## config.mk

```make
export PLATFORM = sky130hd
export DESIGN_NAME = http_header_line_parser
export DESIGN_NICKNAME = d
export VERILOG_FILES = /design/src/rtl/hhlp_pkg.sv /design/src/rtl/hhlp_line_state.sv /design/src/rtl/http_header_line_parser.sv
export VERILOG_INCLUDE_DIRS = /design/src /design/src/rtl
export SDC_FILE = /design/constraint.sdc
export NUM_CORES = 1
export LEC_CHECK = 0
export BUFFER_PORTS_ARGS = -buffer_cell sky130_fd_sc_hd__buf_2
export CORE_UTILIZATION = 50
export CTS_BUF_LIST = sky130_fd_sc_hd__clkbuf_8
export DETAILED_ROUTE_END_ITERATION = 7
export PLACE_DENSITY = 0.75
export SYNTH_ARGS = -nofsm -noshare
export SYNTH_HDL_FRONTEND = slang
export SYNTH_SLANG_ARGS = --single-unit
```

## constraint.sdc

```tcl
create_clock -name clk -period 12.9 [get_ports clk]
set_clock_uncertainty 0.15 [all_clocks]
set_input_delay 0.645 -clock clk [delete_from_list [all_inputs] [get_ports clk]]
set_output_delay 0.645 -clock clk [all_outputs]
set_load 0.02 [all_outputs]
```

## src/rtl/assert_macros.svh

```systemverilog
// assertion macros used by the top-level parser rtl file
`ifndef ASSERT_MACROS_SVH
`define ASSERT_MACROS_SVH
`ifndef SYNTHESIS
`define HHLP_ASSERT_ALWAYS(label, clk, rst_n, expr) \
  label: assert property (@(posedge clk) disable iff (!rst_n) (expr)) \
    else $error("assertion failed");
`define HHLP_ASSERT_IMPLIES(label, clk, rst_n, ante, cons) \
  label: assert property (@(posedge clk) disable iff (!rst_n) (ante) |-> (cons)) \
    else $error("assertion failed");
`else
`define HHLP_ASSERT_ALWAYS(label, clk, rst_n, expr)
`define HHLP_ASSERT_IMPLIES(label, clk, rst_n, ante, cons)
`endif
`endif

```

## src/rtl/hhlp_pkg.sv

```systemverilog
// types, codes and character classes of the header line parser
package hhlp_pkg;

  typedef struct packed {
    logic [7:0] data_byte;
    logic       last_byte;
  } in_item_t;

  typedef struct packed {
    logic        result_kind;
    logic [15:0] name_start;
    logic [15:0] name_stop;
    logic [15:0] value_start;
    logic [15:0] value_stop;
    logic [1:0]  end_status;
  } out_item_t;

  localparam logic KIND_HEADER = 1'b0;
  localparam logic KIND_END    = 1'b1;

  localparam logic [1:0] STATUS_OK      = 2'd0;
  localparam logic [1:0] STATUS_NUL     = 2'd1;
  localparam logic [1:0] STATUS_NO_CRLF = 2'd2;

  localparam logic [7:0] CHAR_NUL   = 8'h00;
  localparam logic [7:0] CHAR_TAB   = 8'h09;
  localparam logic [7:0] CHAR_LF    = 8'h0A;
  localparam logic [7:0] CHAR_CR    = 8'h0D;
  localparam logic [7:0] CHAR_SPACE = 8'h20;
  localparam logic [7:0] CHAR_COLON = 8'h3A;
  localparam logic [7:0] CHAR_DEL   = 8'h7F;

  function automatic logic is_blank(input logic [7:0] c);
    return (c == CHAR_SPACE) || (c == CHAR_TAB);
  endfunction

  function automatic logic is_token(input logic [7:0] c);
    logic ok;
    ok = 1'b1;
    if (c >= CHAR_DEL || c <= CHAR_SPACE) begin
      ok = 1'b0;
    end else begin
      case (c)
        8'h28, 8'h29, 8'h3C, 8'h3E, 8'h40, 8'h2C, 8'h3B, 8'h3A, 8'h5C,
        8'h22, 8'h2F, 8'h5B, 8'h5D, 8'h3F, 8'h3D, 8'h7B, 8'h7D: begin
          ok = 1'b0;
        end
        default: begin
          ok = 1'b1;
        end
      endcase
    end
    return ok;
  endfunction

endpackage

```

## src/rtl/hhlp_line_state.sv

```systemverilog
// running line state and result forming, one byte per advance
module hhlp_line_state import hhlp_pkg::*; #(
  parameter int OFFSET_WIDTH = 16
) (
  input  logic      clk,
  input  logic      rst_n,
  input  logic      advance,
  input  in_item_t  item,
  output logic      result_valid,
  output out_item_t result
);

  localparam int OW = OFFSET_WIDTH;

  logic [OW-1:0] byte_position_r, byte_position_nxt;
  logic          line_open_r, line_open_nxt;
  logic [OW-1:0] line_begin_r, line_begin_nxt;
  logic          colon_seen_r, colon_seen_nxt;
  logic          name_bad_r, name_bad_nxt;
  logic          name_blank_pending_r, name_blank_pending_nxt;
  logic [OW-1:0] name_trim_end_r, name_trim_end_nxt;
  logic [OW-1:0] value_first_r, value_first_nxt;
  logic [OW-1:0] value_trim_end_r, value_trim_end_nxt;
  logic          value_has_text_r, value_has_text_nxt;
  logic          value_nul_r, value_nul_nxt;
  logic          stopped_error_r, stopped_error_nxt;
  logic [7:0]    previous_byte_r, previous_byte_nxt;

  logic [7:0]    c;
  logic [OW-1:0] pos, next_pos;
  logic          blank, line_end;

  assign c        = item.data_byte;
  assign pos      = byte_position_r;
  assign next_pos = byte_position_r + OW'(1);
  assign blank    = is_blank(c);
  assign line_end = (c == CHAR_CR) || (c == CHAR_LF);

  always_comb begin
    byte_position_nxt      = byte_position_r;
    line_open_nxt          = line_open_r;
    line_begin_nxt         = line_begin_r;
    colon_seen_nxt         = colon_seen_r;
    name_bad_nxt           = name_bad_r;
    name_blank_pending_nxt = name_blank_pending_r;
    name_trim_end_nxt      = name_trim_end_r;
    value_first_nxt        = value_first_r;
    value_trim_end_nxt     = value_trim_end_r;
    value_has_text_nxt     = value_has_text_r;
    value_nul_nxt          = value_nul_r;
    stopped_error_nxt      = stopped_error_r;
    previous_byte_nxt      = previous_byte_r;
    result_valid           = 1'b0;
    result                 = '0;

    if (item.last_byte) begin
      // end of buffer: report status, then everything back to reset
      result_valid       = 1'b1;
      result.result_kind = KIND_END;
      if (!(c == CHAR_LF && previous_byte_r == CHAR_CR)) begin
        result.end_status = STATUS_NO_CRLF;
      end else if (stopped_error_r) begin
        result.end_status = STATUS_NUL;
      end else begin
        result.end_status = STATUS_OK;
      end
      byte_position_nxt      = '0;
      line_open_nxt          = 1'b0;
      line_begin_nxt         = '0;
      colon_seen_nxt         = 1'b0;
      name_bad_nxt           = 1'b0;
      name_blank_pending_nxt = 1'b0;
      name_trim_end_nxt      = '0;
      value_first_nxt        = '0;
      value_trim_end_nxt     = '0;
      value_has_text_nxt     = 1'b0;
      value_nul_nxt          = 1'b0;
      stopped_error_nxt      = 1'b0;
      previous_byte_nxt      = '0;
    end else begin
      if (line_end) begin
        if (line_open_r && !stopped_error_r && colon_seen_r && !name_bad_r) begin
          if (value_nul_r) begin
            stopped_error_nxt = 1'b1;
          end else begin
            result_valid       = 1'b1;
            result.result_kind = KIND_HEADER;
            result.name_start  = 16'(line_begin_r);
            result.name_stop   = 16'(name_trim_end_r);
            result.value_start = value_has_text_r ? 16'(value_first_r) : 16'(pos);
            result.value_stop  = value_has_text_r ? 16'(value_trim_end_r) : 16'(pos);
            result.end_status  = STATUS_OK;
          end
        end
        line_open_nxt = 1'b0;
      end else begin
        if (!line_open_r) begin
          // first byte of a new line
          line_open_nxt          = 1'b1;
          line_begin_nxt         = pos;
          colon_seen_nxt         = 1'b0;
          name_blank_pending_nxt = 1'b0;
          name_trim_end_nxt      = pos;
          value_first_nxt        = '0;
          value_trim_end_nxt     = '0;
          value_has_text_nxt     = 1'b0;
          value_nul_nxt          = 1'b0;
          name_bad_nxt           = blank || (c == CHAR_COLON);
        end
        if (!colon_seen_nxt) begin
          if (c == CHAR_COLON) begin
            colon_seen_nxt = 1'b1;
          end else if (blank) begin
            name_blank_pending_nxt = 1'b1;
          end else begin
            if (name_blank_pending_nxt || !is_token(c)) begin
              name_bad_nxt = 1'b1;
            end
            name_blank_pending_nxt = 1'b0;
            name_trim_end_nxt      = next_pos;
          end
        end else begin
          if (c == CHAR_NUL) begin
            value_nul_nxt = 1'b1;
          end
          if (!blank) begin
            if (!value_has_text_nxt) begin
              value_first_nxt = pos;
            end
            value_has_text_nxt = 1'b1;
            value_trim_end_nxt = next_pos;
          end
        end
      end
      previous_byte_nxt = c;
      byte_position_nxt = next_pos;
    end
  end

  always_ff @(posedge clk) begin
    if (!rst_n) begin
      byte_position_r      <= '0;
      line_open_r          <= 1'b0;
      line_begin_r         <= '0;
      colon_seen_r         <= 1'b0;
      name_bad_r           <= 1'b0;
      name_blank_pending_r <= 1'b0;
      name_trim_end_r      <= '0;
      value_first_r        <= '0;
      value_trim_end_r     <= '0;
      value_has_text_r     <= 1'b0;
      value_nul_r          <= 1'b0;
      stopped_error_r      <= 1'b0;
      previous_byte_r      <= '0;
    end else if (advance) begin
      byte_position_r      <= byte_position_nxt;
      line_open_r          <= line_open_nxt;
      line_begin_r         <= line_begin_nxt;
      colon_seen_r         <= colon_seen_nxt;
      name_bad_r           <= name_bad_nxt;
      name_blank_pending_r <= name_blank_pending_nxt;
      name_trim_end_r      <= name_trim_end_nxt;
      value_first_r        <= value_first_nxt;
      value_trim_end_r     <= value_trim_end_nxt;
      value_has_text_r     <= value_has_text_nxt;
      value_nul_r          <= value_nul_nxt;
      stopped_error_r      <= stopped_error_nxt;
      previous_byte_r      <= previous_byte_nxt;
    end
  end

endmodule

```

## src/rtl/http_header_line_parser.sv

```systemverilog
// http header line parser: one byte per transaction, header offsets and end status out
// each byte is held in the input register; its result is registered in the result register once that is free
// throughput: one byte per cycle, sustained while out_stall stays low
// an input register and a result register part the two sides
// reset: synchronous active-low rst_n empties both registers and clears line state
`include "assert_macros.svh"
module http_header_line_parser import hhlp_pkg::*; #(
  parameter int OFFSET_WIDTH = 16
) (
  input  logic      clk,
  input  logic      rst_n,
  input  logic      in_valid,
  output logic      in_stall,
  input  in_item_t  in_data,
  output logic      out_valid,
  input  logic      out_stall,
  output out_item_t out_data
);

  // input register stage
  logic      in_valid_r, in_valid_nxt;
  in_item_t  in_data_r;

  // result register stage
  logic      out_valid_r, out_valid_nxt;
  out_item_t out_data_r;

  logic      out_free;
  logic      advance;
  logic      res_valid;
  out_item_t res;

  // the result register can take a new transaction when empty or being drained
  assign out_free = !out_valid_r || !out_stall;
  // the held byte updates line state only when its result has somewhere to go
  assign advance  = in_valid_r && out_free;
  // the input register holds its byte while a finished result still waits
  assign in_stall = in_valid_r && !out_free;

  assign in_valid_nxt  = in_stall ? in_valid_r : in_valid;
  assign out_valid_nxt = out_free ? (advance && res_valid) : 1'b1;

  hhlp_line_state #(
    .OFFSET_WIDTH(OFFSET_WIDTH)
  ) u_line_state (
    .clk          (clk),
    .rst_n        (rst_n),
    .advance      (advance),
    .item         (in_data_r),
    .result_valid (res_valid),
    .result       (res)
  );

  always_ff @(posedge clk) begin
    if (!rst_n) begin
      in_valid_r  <= 1'b0;
      out_valid_r <= 1'b0;
    end else begin
      in_valid_r  <= in_valid_nxt;
      out_valid_r <= out_valid_nxt;
    end
  end

  // payload registers, no reset needed
  always_ff @(posedge clk) begin
    if (!in_stall && in_valid) begin
      in_data_r <= in_data;
    end
    if (advance && res_valid) begin
      out_data_r <= res;
    end
  end

  assign out_valid = out_valid_r;
  assign out_data  = out_data_r;

  // a stall toward the source only comes from a full input register
  `HHLP_ASSERT_IMPLIES(a_stall_needs_item, clk, rst_n, in_stall, in_valid_r)
  // end results carry zero offsets
  `HHLP_ASSERT_IMPLIES(a_end_zero_offsets, clk, rst_n,
    out_valid_r && out_data_r.result_kind == KIND_END,
    out_data_r.name_start == 16'd0 && out_data_r.value_stop == 16'd0)
  // header results always carry an ok status
  `HHLP_ASSERT_IMPLIES(a_header_status_ok, clk, rst_n,
    out_valid_r && out_data_r.result_kind == KIND_HEADER,
    out_data_r.end_status == STATUS_OK)
  // only defined status codes leave the block
  `HHLP_ASSERT_IMPLIES(a_status_defined, clk, rst_n, out_valid_r,
    out_data_r.end_status == STATUS_OK || out_data_r.end_status == STATUS_NUL ||
    out_data_r.end_status == STATUS_NO_CRLF)

endmodule

```

==> metrics.md, run 1 <==
| Metric | Value |
|---|---|
| Status | `complete, no violations` |
| Setup TNS | `0 ns` |
| Crit path kind | `register to register` |
| Ys Warns | `0` |
| Clock Sinks | `173` |
| Clk buf depth | `2` |
| Layout cells sized above 1 | `17.8%` |
| Final Setup Violations | `0` |
| Post CTS Setup Buffer Count | `0` |
| Antenna violations before repair | `0` |
| Netlist cell types | `64` |
| RD Place Congestion | `0.885` |
| Core Rows | `44` |
| Antenna Nets Post-Route | `0` |
| Most used DFF post-synth | `dfxtp_1` |
| WP data required | `12.85 ns` |
| Die H | `124 microns` |
| Cts hold-fix bufs | `0` |
| Sequential cell area fraction in the yosys report | `56.7%` |
| Slew margin rel. | `19.8%` |
| Starting Density | `51.3%` |
| Leakage power | `2.73 nW` |
| Final wirelength | `16200 microns` |
| Worst Path Max Fanout | `54` |
| IO Count | `82` |
| Inserted Diodes | `0` |
| Worst slew pin tran | `1.19 ns` |
| Worst path max stage delay | `0.60 ns` |
| Gr usage total | `22.2%` |
| Tightest Hold Check Type | `input port to register` |
| Layout fillers | `1252` |
| Vias in the first global route | `4928` |
| Largest net degree at the start of global routing | `55` |
| Avg WL per Cell | `17.1 microns` |
| Max-slew violations | `0` |
| RSZ-0062 raised after global routing | `false` |
| Fin worst setup slack | `9.61 ns` |
| DR pass1 iterations | `5` |
| TritonCTS Buffers | `17` |
| CTS resizes | `0` |
| Core ar. | `14500 sq um` |
| Root buffer cell | `clkbuf_8` |
| Synth Area per Inst | `10.7 sq um` |
| Die area | `15400 sq um` |
| Area of the multi-input gates | `2950 sq um` |
| Number of max-cap violations | `0` |
| PwrDens | `126 nW/um^2` |
| Worst Path Arrival | `3.24 ns` |
| Final worst path period need | `3.29 ns` |
| Die X-Extent | `124 microns` |
| Clock Latency Late Sink | `0.47 ns` |
| Cell Chain, Critical Path | `buf_4 > nand2_1 > or3_1 > nor3_2 > nor2_1 > nor2_4 > buf_4` |
| Grt ovf | `0` |
| Final hold vios | `0` |
| Iter 0 DRT Violations | `405` |
| Synthesized Nets | `712` |
| Fmax | `304 MHz` |
| Final nets | `762` |
| CTS tree | `done` |
| Cell Area, Placed | `7880 sq um` |
| Post-DP HPWL | `11100 microns` |
| Layout area overhead | `11.6%` |
| Worst Setup Start Kind | `register` |
| CP max stage cell | `buf_4` |
| Crit. End Element | `register` |
| First-pass GRT wire length | `25700 microns` |
| Final Cycle Share | `25.5%` |
| Most used cell, CP | `buf_4` |
| Worst slack, placed | `9.27 ns` |
| Vias per Instance | `5.72` |
| EDFF count, synth | `76` |
| Post-synth ARST share | `0%` |
| DRC | `0` |
| VDD IR max | `0.0000835 V` |
| Register area | `4220 sq um` |
| Finished Cell Area | `8310 sq um` |
| Syn Inst Count | `698` |
| Via Count | `5399` |
| IO Port Bufs | `81` |
| Crit path max-delay family | `simple AND/OR/NAND/NOR gates` |
| Synth Register Bits | `173` |
| CP bufs+invs | `2` |
| Clk pin slew, worst setup/hold paths | `0.08 ns` |
| Number of H-tree levels | `4` |
| Synth Cell Area | `7450 sq um` |
==> path summary, 6_finish.rpt <==
check                                start                       endpoint  slack, ns  cells past startpoint
min reg2reg  u_line_state.line_begin_r[11]  u_line_state.line_begin_r[11]       0.31                      2
min                             in_data[3]                   in_data_r[3]       0.20                      1
max reg2reg       u_line_state.line_open_r                   out_data[53]       9.61                      7
max               u_line_state.line_open_r                   out_data[53]       9.61                      7
==> synthesized netlist by cell type, drive strengths merged, types with 3 or more instances <==
cell type	instances	area share [%]
o211a	3	0.40
nand4	4	0.34
o32ai	3	0.35
a22o	24	2.8
a22oi	14	1.4
o2bb2ai	17	2.0
nor2b	22	1.8
mux2i	13	1.7
nor2	18	0.94
and2	47	3.9
edfxtp	76	31
a21oi	48	3.3
nor3	16	1.3
nand3	12	1.0
nand2	86	4.3
nand3b	5	0.50
nor4	9	1.2
dfxtp	97	26
nand2b	19	1.6
xnor2	13	1.5
a21boi	13	1.3
o211ai	6	0.81
inv	11	0.55
a32o	5	0.67
buf	28	1.9
nor3b	4	0.47
o21ai	23	1.5
nand4b	5	0.59
clkbuf	27	1.4
==> metrics by stage <==
stage / hold slack, ns / util (%) / total power, mW / instances
CTS: 0.171 / 57.2 / 1.05 / 944
finish: 0.200 / 57.2 / 1.05 / 944
global placement: 0.291 / 54.2 / 0.652 / 913
global route: 0.177 / 57.2 / 1.08 / 944
detailed placement: 0.293 / 54.2 / 0.654 / 913
floorplan: 0.274 / - / 0.638 / 698
==> report_power, final <==
part | internal [mW] | switching [mW] | leakage (nW)
Clock | 0.211 | 0.193 | 0.219
Combinational | 0.0160 | 0.0369 | 1.09
Sequential | 0.580 | 0.00798 | 1.43
==> layout make-up <==
cell class,instances,area share [%]
clock buffers,17,2.82
clock inverters,14,2.32
well taps,184,2.77
inverters,11,0.497
repair buffers,86,5.33
multi-input cells,459,35.4
flip-flops and latches,173,50.8
==> layout by cell type (no fill, tap or decap), types with 16 or more instances in the layout <==
cell        n
a21oi_1    47
a22o_1     24
and2_1     47
buf_2      81
clkbuf_8   17
dfxtp_1    97
edfxtp_1   76
nand2_1    86
nand2b_1   19
nor2_1     16
nor2b_1    22
o21ai_0    22
o2bb2ai_1  17
==> state kept, by name, indices dropped and copies added, names as in the netlist <==
signal                             count
u_line_state.colon_seen_r              1
u_line_state.line_open_r               1
u_line_state.name_bad_r                1
u_line_state.value_nul_r               1
u_line_state.value_trim_end_r         16
u_line_state.stopped_error_r           1
u_line_state.line_begin_r             16
u_line_state.byte_position_r          16
u_line_state.value_first_r            16
u_line_state.name_blank_pending_r      1
u_line_state.previous_byte_r           8
out_data                              67
u_line_state.name_trim_end_r          16
in_valid_r                             1
u_line_state.value_has_text_r          1
out_valid                              1
in_data_r                              9
==> kinds of logic (layout without fill, tap and decap cells) <==
logic type,after synthesis,count (layout),synth area share (%)
compound gates,174,174,16.7
xor+xnor,15,15,1.76
fa+ha+maj,1,1,0.168
buf+inv,66,128,3.86
flops,173,173,56.7
mux,14,14,1.90
simple gates,255,255,18.9
==> layer usage <==
metal	up-vias	global-route usage, %	wire length [microns]
met2	178	33.4	7390
met3	33	4.03	871
met4	0	11.5	495
met5	-	0	0
met1	2577	30.4	7420
li1	2611	-	-
No activity file was read; power rests on OpenSTA's default activity.
==> run 2, diff against run 1 <==
--- a/config.mk
+++ b/config.mk
@@ -6,11 +6,12 @@
 export SDC_FILE = /design/constraint.sdc
 export NUM_CORES = 1
 export LEC_CHECK = 0
+export ABC_AREA = 1
 export BUFFER_PORTS_ARGS = -buffer_cell sky130_fd_sc_hd__buf_2
 export CORE_UTILIZATION = 50
 export CTS_BUF_LIST = sky130_fd_sc_hd__clkbuf_8
 export DETAILED_ROUTE_END_ITERATION = 7
-export PLACE_DENSITY = 0.75
+export PLACE_DENSITY = 0.74
 export SYNTH_ARGS = -nofsm -noshare
 export SYNTH_HDL_FRONTEND = slang
 export SYNTH_SLANG_ARGS = --single-unit
==> constraint.sdc (replaced) <==
create_clock -name clk -period 3.44 [get_ports clk]
set_clock_uncertainty 0.15 [all_clocks]
set_input_delay 0.172 -clock clk [delete_from_list [all_inputs] [get_ports clk]]
set_output_delay 0.172 -clock clk [all_outputs]
set_load 0.02 [all_outputs]
==> run 2 against run 1 <==
Compared with the run above:
- die area is 8.2% higher
- final cell count up 39%
- largest cell class unchanged
- non-clock buffer count up 16
- sequential share of layout area down 4.4 points
- global-route usage up 1.6 points
- highest routed layer unchanged
- synthesized cell count increased by 45%
- largest power group unchanged
- clock-buffer cell count is the same
- combinational power grew to 4.1 times the previous value
- sequential power rose to 3.7 times the previous value
- flip-flop and latch count unchanged
- first-iteration DRC count up 57%
- worst setup slack got worse by 9.4 ns
==> metrics.md, run 2 <==
| Metric | Value |
|---|---|
| Syn Inst Count | `1013` |
| Top cell type's share of synthesized area | `28.3%` |
| Post CTS Setup Buffer Count | `0` |
| WP data required | `3.72 ns` |
| CTS resizes | `0` |
| Leakage power | `3.40 nW` |
| Cells after DPL | `1264` |
| Fin util | `57.4%` |
| Worst Path Arrival | `3.47 ns` |
| Combinational share of power | `5.6%` |
| Starting Density | `51.0%` |
| P_sw | `936 uW` |
| Sequential cell area fraction in the yosys report | `52.4%` |
| Crit. Startpoint | `in_data_r[6]` |
| Core ar. | `15800 sq um` |
| Synth Area per Inst | `7.96 sq um` |
| Worst slew pin tran | `0.785 ns` |
| Setup TNS | `0 ns` |
| Post-DP HPWL | `12900 microns` |
| Crit. End Element | `register` |
| TritonCTS Buffers | `17` |
| Clk buf depth | `2` |
| Largest net degree at the start of global routing | `55` |
| Cell accounting for the most synthesized area | `edfxtp_1` |
| Vias per Instance | `5.20` |
| Via Count | `6817` |
| Layout area overhead | `12.7%` |
| Worst Path Max Fanout | `42` |
| Cell Chain, Critical Path | `inv_1 > nand2_1 > nor2_2 > inv_2 > a21oi_4 > nand3_1 > o21ai_4 > buf_12 > o21ai_0 > dlygate4sd3_1 > inv_1` |
| Avg WL per Cell | `14.7 microns` |
| Netlist cell types | `36` |
| Commonest non-fill, non-tap cells in the layout | `nand2_1 (256), nor2_1 (153), a21oi_1 (133), dfxtp_1 (97), inv_1 (90)` |
| Worst Setup Start Kind | `register` |
| Final Cycle Share | `92.7%` |
| Worst R2R End | `out_valid` |
| Die X-Extent | `129 microns` |
| Layout fillers | `1470` |
| RD Place Congestion | `0.949` |
| Number of max-cap violations | `0` |
| Cell Area, Placed | `8540 sq um` |
| Final worst path period need | `3.19 ns` |
| Finished Cell Area | `9090 sq um` |
| Synth Cell Area | `8070 sq um` |
| Most instantiated cells after synthesis | `nand2_1 (256), nor2_1 (153), a21oi_1 (133)` |
| Die area | `16600 sq um` |
| Grt ovf | `0` |
| PwrDens | `427 nW/um^2` |
| RSZ-0062 raised after global routing | `false` |
| Non-Filler Instances | `1311` |
| EDFF count, synth | `76` |
| DR pass1 iterations | `6` |
| VDD IR max | `0.000286 V` |
| IO Count | `82` |
| Vias in the first global route | `6033` |
| Hold slack | `0.256 ns` |
| Root buffer cell | `clkbuf_8` |
| Final nets | `1096` |
| IO Port Bufs | `81` |
| Max-slew violations | `0` |
| Synthesized Nets | `1027` |
| Post-synth ARST share | `0%` |
| Antenna Nets Post-Route | `0` |
| CP max stage cell | `o21ai_4` |
| Total power | `3.88 mW` |
| Internal Power | `2.95 mW` |
| Area of the multi-input gates | `3210 sq um` |
| Worst path max stage delay | `0.60 ns` |
| Number of H-tree levels | `4` |
| Ys Warns | `0` |
| Register area | `4220 sq um` |
| Iter 0 DRT Violations | `635` |
| Setup crit end | `out_valid` |
| Gr usage total | `23.8%` |
| Die H | `129 microns` |
| Fin worst setup slack | `0.251 ns` |
| Final wirelength | `19300 microns` |
| Fmax | `314 MHz` |
| CTS tree | `done` |
| Flop-to-flop setup slack | `0.25 ns` |
| Clock Sinks | `173` |
| Number of flip-flops in the largest register | `67` |
| Final hold vios | `0` |
| Layout cells sized above 1 | `16.0%` |
| Clock Latency Late Sink | `0.48 ns` |
| Core Rows | `46` |
| Clk pin slew, worst setup/hold paths | `0.09 ns` |
| Top post-synthesis cells by area | `edfxtp_1 (28%), dfxtp_1 (24%), nand2_1 (12%)` |
| DRC | `0` |
| Most used cell, CP | `inv_1` |
| Antenna violations before repair | `0` |
| Reg2Reg Depth | `11` |
| Worst r2r src | `in_data_r[6]` |
| Commonest non-fill, non-tap cell in the layout | `nand2_1` |
| First-pass GRT wire length | `30300 microns` |
| Crit path kind | `register to register` |
| Inserted Diodes | `0` |
| Final Setup Violations | `0` |
| Most frequent cell after synthesis | `nand2_1` |
| Slew margin rel. | `47.6%` |
| Worst slack, placed | `0.647 ns` |
| Tightest Hold Check Type | `input port to register` |
| Clock share of power | `38.1%` |
| Status | `complete, no violations` |
| Most used DFF post-synth | `dfxtp_1` |
| Sw frac | `24.1%` |
| Synth Register Bits | `173` |
| Sequential share of power | `56.3%` |
[run 2: power by group through the flow]
stage | Combinational (mW) | Sequential [mW] | Clock [mW]
after CTS | 0.215 | 2.19 | 1.49
after detailed placement | 0.203 | 2.24 | 0
final | 0.217 | 2.19 | 1.48
after global routing | 0.238 | 2.19 | 1.56
after global placement | 0.201 | 2.23 | 0
after floorplan | 0.137 | 2.25 | 0
[run 2: cell type report]
type | count | area share [%]
Sequential cell | 173 | 46.5
Multi-Input combinational cell | 689 | 35.3
Timing Repair Buffer | 102 | 6.72
Inverter | 99 | 4.13
Tap cell | 216 | 2.97
Clock buffer | 17 | 2.57
Clock inverter | 15 | 1.89
[run 2: logic make-up (layout without fill, tap and decap cells)]
group                      count (synthesis)  in the layout  synth area share, %
AOI/OAI and AO/OA                        187            188                 12.4
xor gates and xnor gates                   4              4                0.434
adders and majority gates                  1              1                0.155
buffers and inverters                    152            233                 8.14
DFF                                      173            173                 52.4
and+or+nand+nor                          496            496                 26.5
[run 2: worst min-delay path by stage]
stage | start | endpoint | slack [ns] | cells after the start
floorplan | in_data[0] | in_data_r[0] | 0.12 | 0
global placement | in_data[5] | in_data_r[5] | 0.20 | 1
detailed placement | in_data[6] | in_data_r[6] | 0.20 | 1
CTS | in_data[6] | in_data_r[6] | 0.24 | 2
global route | in_data[5] | in_data_r[5] | 0.25 | 2
finish | in_data[4] | in_data_r[4] | 0.26 | 2
[run 2: repair_timing]
| item | 4_1_cts | 5_1_grt |
|---|---|---|
| endpoints found under the setup margin | 0 | 1 |
| hold buffers | 14 | 0 |
| endpoints found under the hold margin | 26 | 0 |
[run 2: metal layers]
| metal | vias up | wire length [microns] | GRT usage [%] |
|---|---|---|---|
| li1 | 3415 | - | - |
| met1 | 3160 | 8870 | 32.4 |
| met2 | 216 | 9090 | 38.1 |
| met3 | 26 | 925 | 3.84 |
| met4 | 0 | 399 | 9.34 |
| met5 | - | 0 | 0 |
[run 2: critical path, delay by kind of cell (launching register included)]
| kind | cells | cell delay [ns] |
|---|---|---|
| AOI/OAI and AO/OA | 3 | 0.88 |
| buffers and inverters | 5 | 1.09 |
| DFF | 1 | 0.46 |
| and+or+nand+nor | 3 | 0.51 |
==> run 3, diff against run 2 <==
==> constraint.sdc (replaced) <==
create_clock -name clk -period 3.4 [get_ports clk]
set_clock_uncertainty 0.15 [all_clocks]
set_input_delay 0.17 -clock clk [delete_from_list [all_inputs] [get_ports clk]]
set_output_delay 0.17 -clock clk [all_outputs]
set_load 0.02 [all_outputs]
==> run 3 against run 2 <==
Compared with the run above:
- sequential power about the same
- final cell count about the same
- power increased by 3.2%
- worst setup slack improved by 0.10 ns
- sequential share of layout area decreased by 0.22 points
- first-iteration DRC count increased by 6.0%
- worst hold slack got worse by 0.022 ns
- non-clock buffer count increased by 1
- utilization increased by 0.28 points
- register-to-register slack improved by 0.10 ns
- die area unchanged
- critical path type unchanged
- critical endpoint unchanged
- largest cell class unchanged
- highest routed layer unchanged
==> metrics.md, run 3 (synthesis gave the netlist of run 2 again) <==
| Metric | Value |
|---|---|
| Root buffer cell | `clkbuf_8` |
| Worst R2R End | `out_valid` |
| Slew margin rel. | `49.1%` |
| Clk pin slew, worst setup/hold paths | `0.09 ns` |
| Number of max-cap violations | `0` |
| Post-DP HPWL | `13000 microns` |
| Largest net degree at the start of global routing | `55` |
| Vias per Instance | `5.22` |
| DR pass1 iterations | `6` |
| Final hold vios | `0` |
| Final wirelength | `19400 microns` |
| First-pass GRT wire length | `30700 microns` |
| DRC | `0` |
| Die H | `129 microns` |
| Hold Crit Endpoint | `in_data_r[7]` |
| Avg WL per Cell | `14.8 microns` |
| Layout area overhead | `13.2%` |
| VDD IR max | `0.000214 V` |
| Clock Sinks | `173` |
| Reg2Reg Depth | `9` |
| Via Count | `6848` |
| Clk buf depth | `2` |
| Gr usage total | `24.0%` |
| Cells after DPL | `1264` |
| Final worst path period need | `3.05 ns` |
| Worst slew pin tran | `0.764 ns` |
| Non-Filler Instances | `1312` |
| RD Place Congestion | `0.956` |
| Fin util | `57.7%` |
| Worst Path Max Fanout | `42` |
| Vias in the first global route | `6025` |
| Commonest non-fill, non-tap cell in the layout | `nand2_1` |
| Iter 0 DRT Violations | `673` |
| Hold Path Depth | `2` |
| Cell Chain, Critical Path | `nand2_1 > nand2_2 > inv_1 > nand2_1 > o21ai_4 > buf_12 > o21ai_0 > dlygate4sd3_1 > inv_1` |
| TritonCTS Buffers | `17` |
| WP data required | `3.64 ns` |
| Antenna violations before repair | `0` |
| Final Setup Violations | `0` |
| Setup TNS | `0 ns` |
| Worst r2r src | `out_valid` |
| CP max stage cell | `dlygate4sd3_1` |
| Flop-to-flop setup slack | `0.35 ns` |
| Tightest Hold Check Type | `input port to register` |
| Status | `complete, no violations` |
| Final Cycle Share | `89.7%` |
| Core Rows | `46` |
| Number of flip-flops in the largest register | `67` |
| Grt ovf | `0` |
| RSZ-0062 raised after global routing | `false` |
| Number of H-tree levels | `4` |
| Commonest non-fill, non-tap cells in the layout | `nand2_1 (256), nor2_1 (153), a21oi_1 (133), dfxtp_1 (97), inv_1 (87)` |
| Crit. End Element | `register` |
| Core ar. | `15800 sq um` |
| Hold slack | `0.234 ns` |
| CTS resizes | `0` |
| HP Start | `in_data[7]` |
| Fmax | `328 MHz` |
| Crit path kind | `register to register` |
| IO Port Bufs | `81` |
| Clock Latency Late Sink | `0.49 ns` |
| Worst path max stage delay | `0.57 ns` |
| Worst Setup Start Kind | `register` |
| Antenna Nets Post-Route | `0` |
| Die X-Extent | `129 microns` |
| Layout cells sized above 1 | `16.4%` |
| Leakage power | `3.42 nW` |
| CTS tree | `done` |
| Die area | `16600 sq um` |
| Final nets | `1097` |
| Max-slew violations | `0` |
| Inserted Diodes | `0` |
| PwrDens | `439 nW/um^2` |
| IO Count | `82` |
| Worst Path Arrival | `3.29 ns` |
| Starting Density | `51.0%` |
run 3: cell count changes in the layout (fill, tap and decap cells not counted), sizes merged:
cell and delta:
buf +1, inv -4, clkbuf +2, clkinv +3, clkinvlp -1
run 3: worst max-delay path by stage:
stage	startpoint	end	slack, ns	depth (start not counted)
global placement	in_data_r[6]	out_data[66]	0.62	8
finish	out_valid	out_valid	0.35	9
floorplan	in_data_r[7]	out_data[0]	0.59	7
detailed placement	in_data_r[6]	out_data[1]	0.57	8
global route	out_valid	out_valid	0.22	9
CTS	in_data_r[6]	out_valid	0.08	11
run 3: final cells by class:
class                           instances  area [sq um]
Sequential cell                       173          4220
Multi-Input combinational cell        689          3210
Inverter                               99           375
Tap cell                              216           270
Clock inverter                         13           180
Clock buffer                           19           262
Fill cell                            1433          6690
Timing Repair Buffer                  103           618
run 3: critical path, delay by kind of cell (launching register included):
| family | cells | cell delay (ns) |
|---|---|---|
| buffers and inverters | 4 | 1.15 |
| DFF | 1 | 0.35 |
| and+or+nand+nor | 3 | 0.92 |
| AOI/OAI and AO/OA | 2 | 0.34 |
run 3: what timing repair did:
| item | 4_1_cts | 5_1_grt |
|---|---|---|
| setup buffers | 0 | 1 |
| hold endpoints to repair | 26 | 0 |
| hold buffers | 14 | 0 |
| endpoints found under the setup margin | 0 | 1 |
run 3: per-layer routing:
layer	global-route usage [%]	part of all wire [%]	vias up
met5	0	0	-
met4	10.5	3.3	0
li1	-	-	3427
met3	4.87	5.7	44
met2	38.3	46	252
met1	31.8	45	3125
run 3: through the flow:
step / cell area, sq um / power [mW] / setup WS [ns]
after floorplan: 8080 / 2.41 / 0.593
after global placement: 8540 / 2.46 / 0.619
after detailed placement: 8540 / 2.47 / 0.567
after CTS: 9120 / 4.02 / 0.0808
after global routing: 9140 / 4.13 / 0.224
final: 9140 / 4.01 / 0.351
run 3: where the power goes:
group	switching [mW]	internal (mW)	total (mW)
Combinational	0.160	0.0604	0.221
Clock	0.790	0.785	1.57
Sequential	0.0193	2.19	2.21
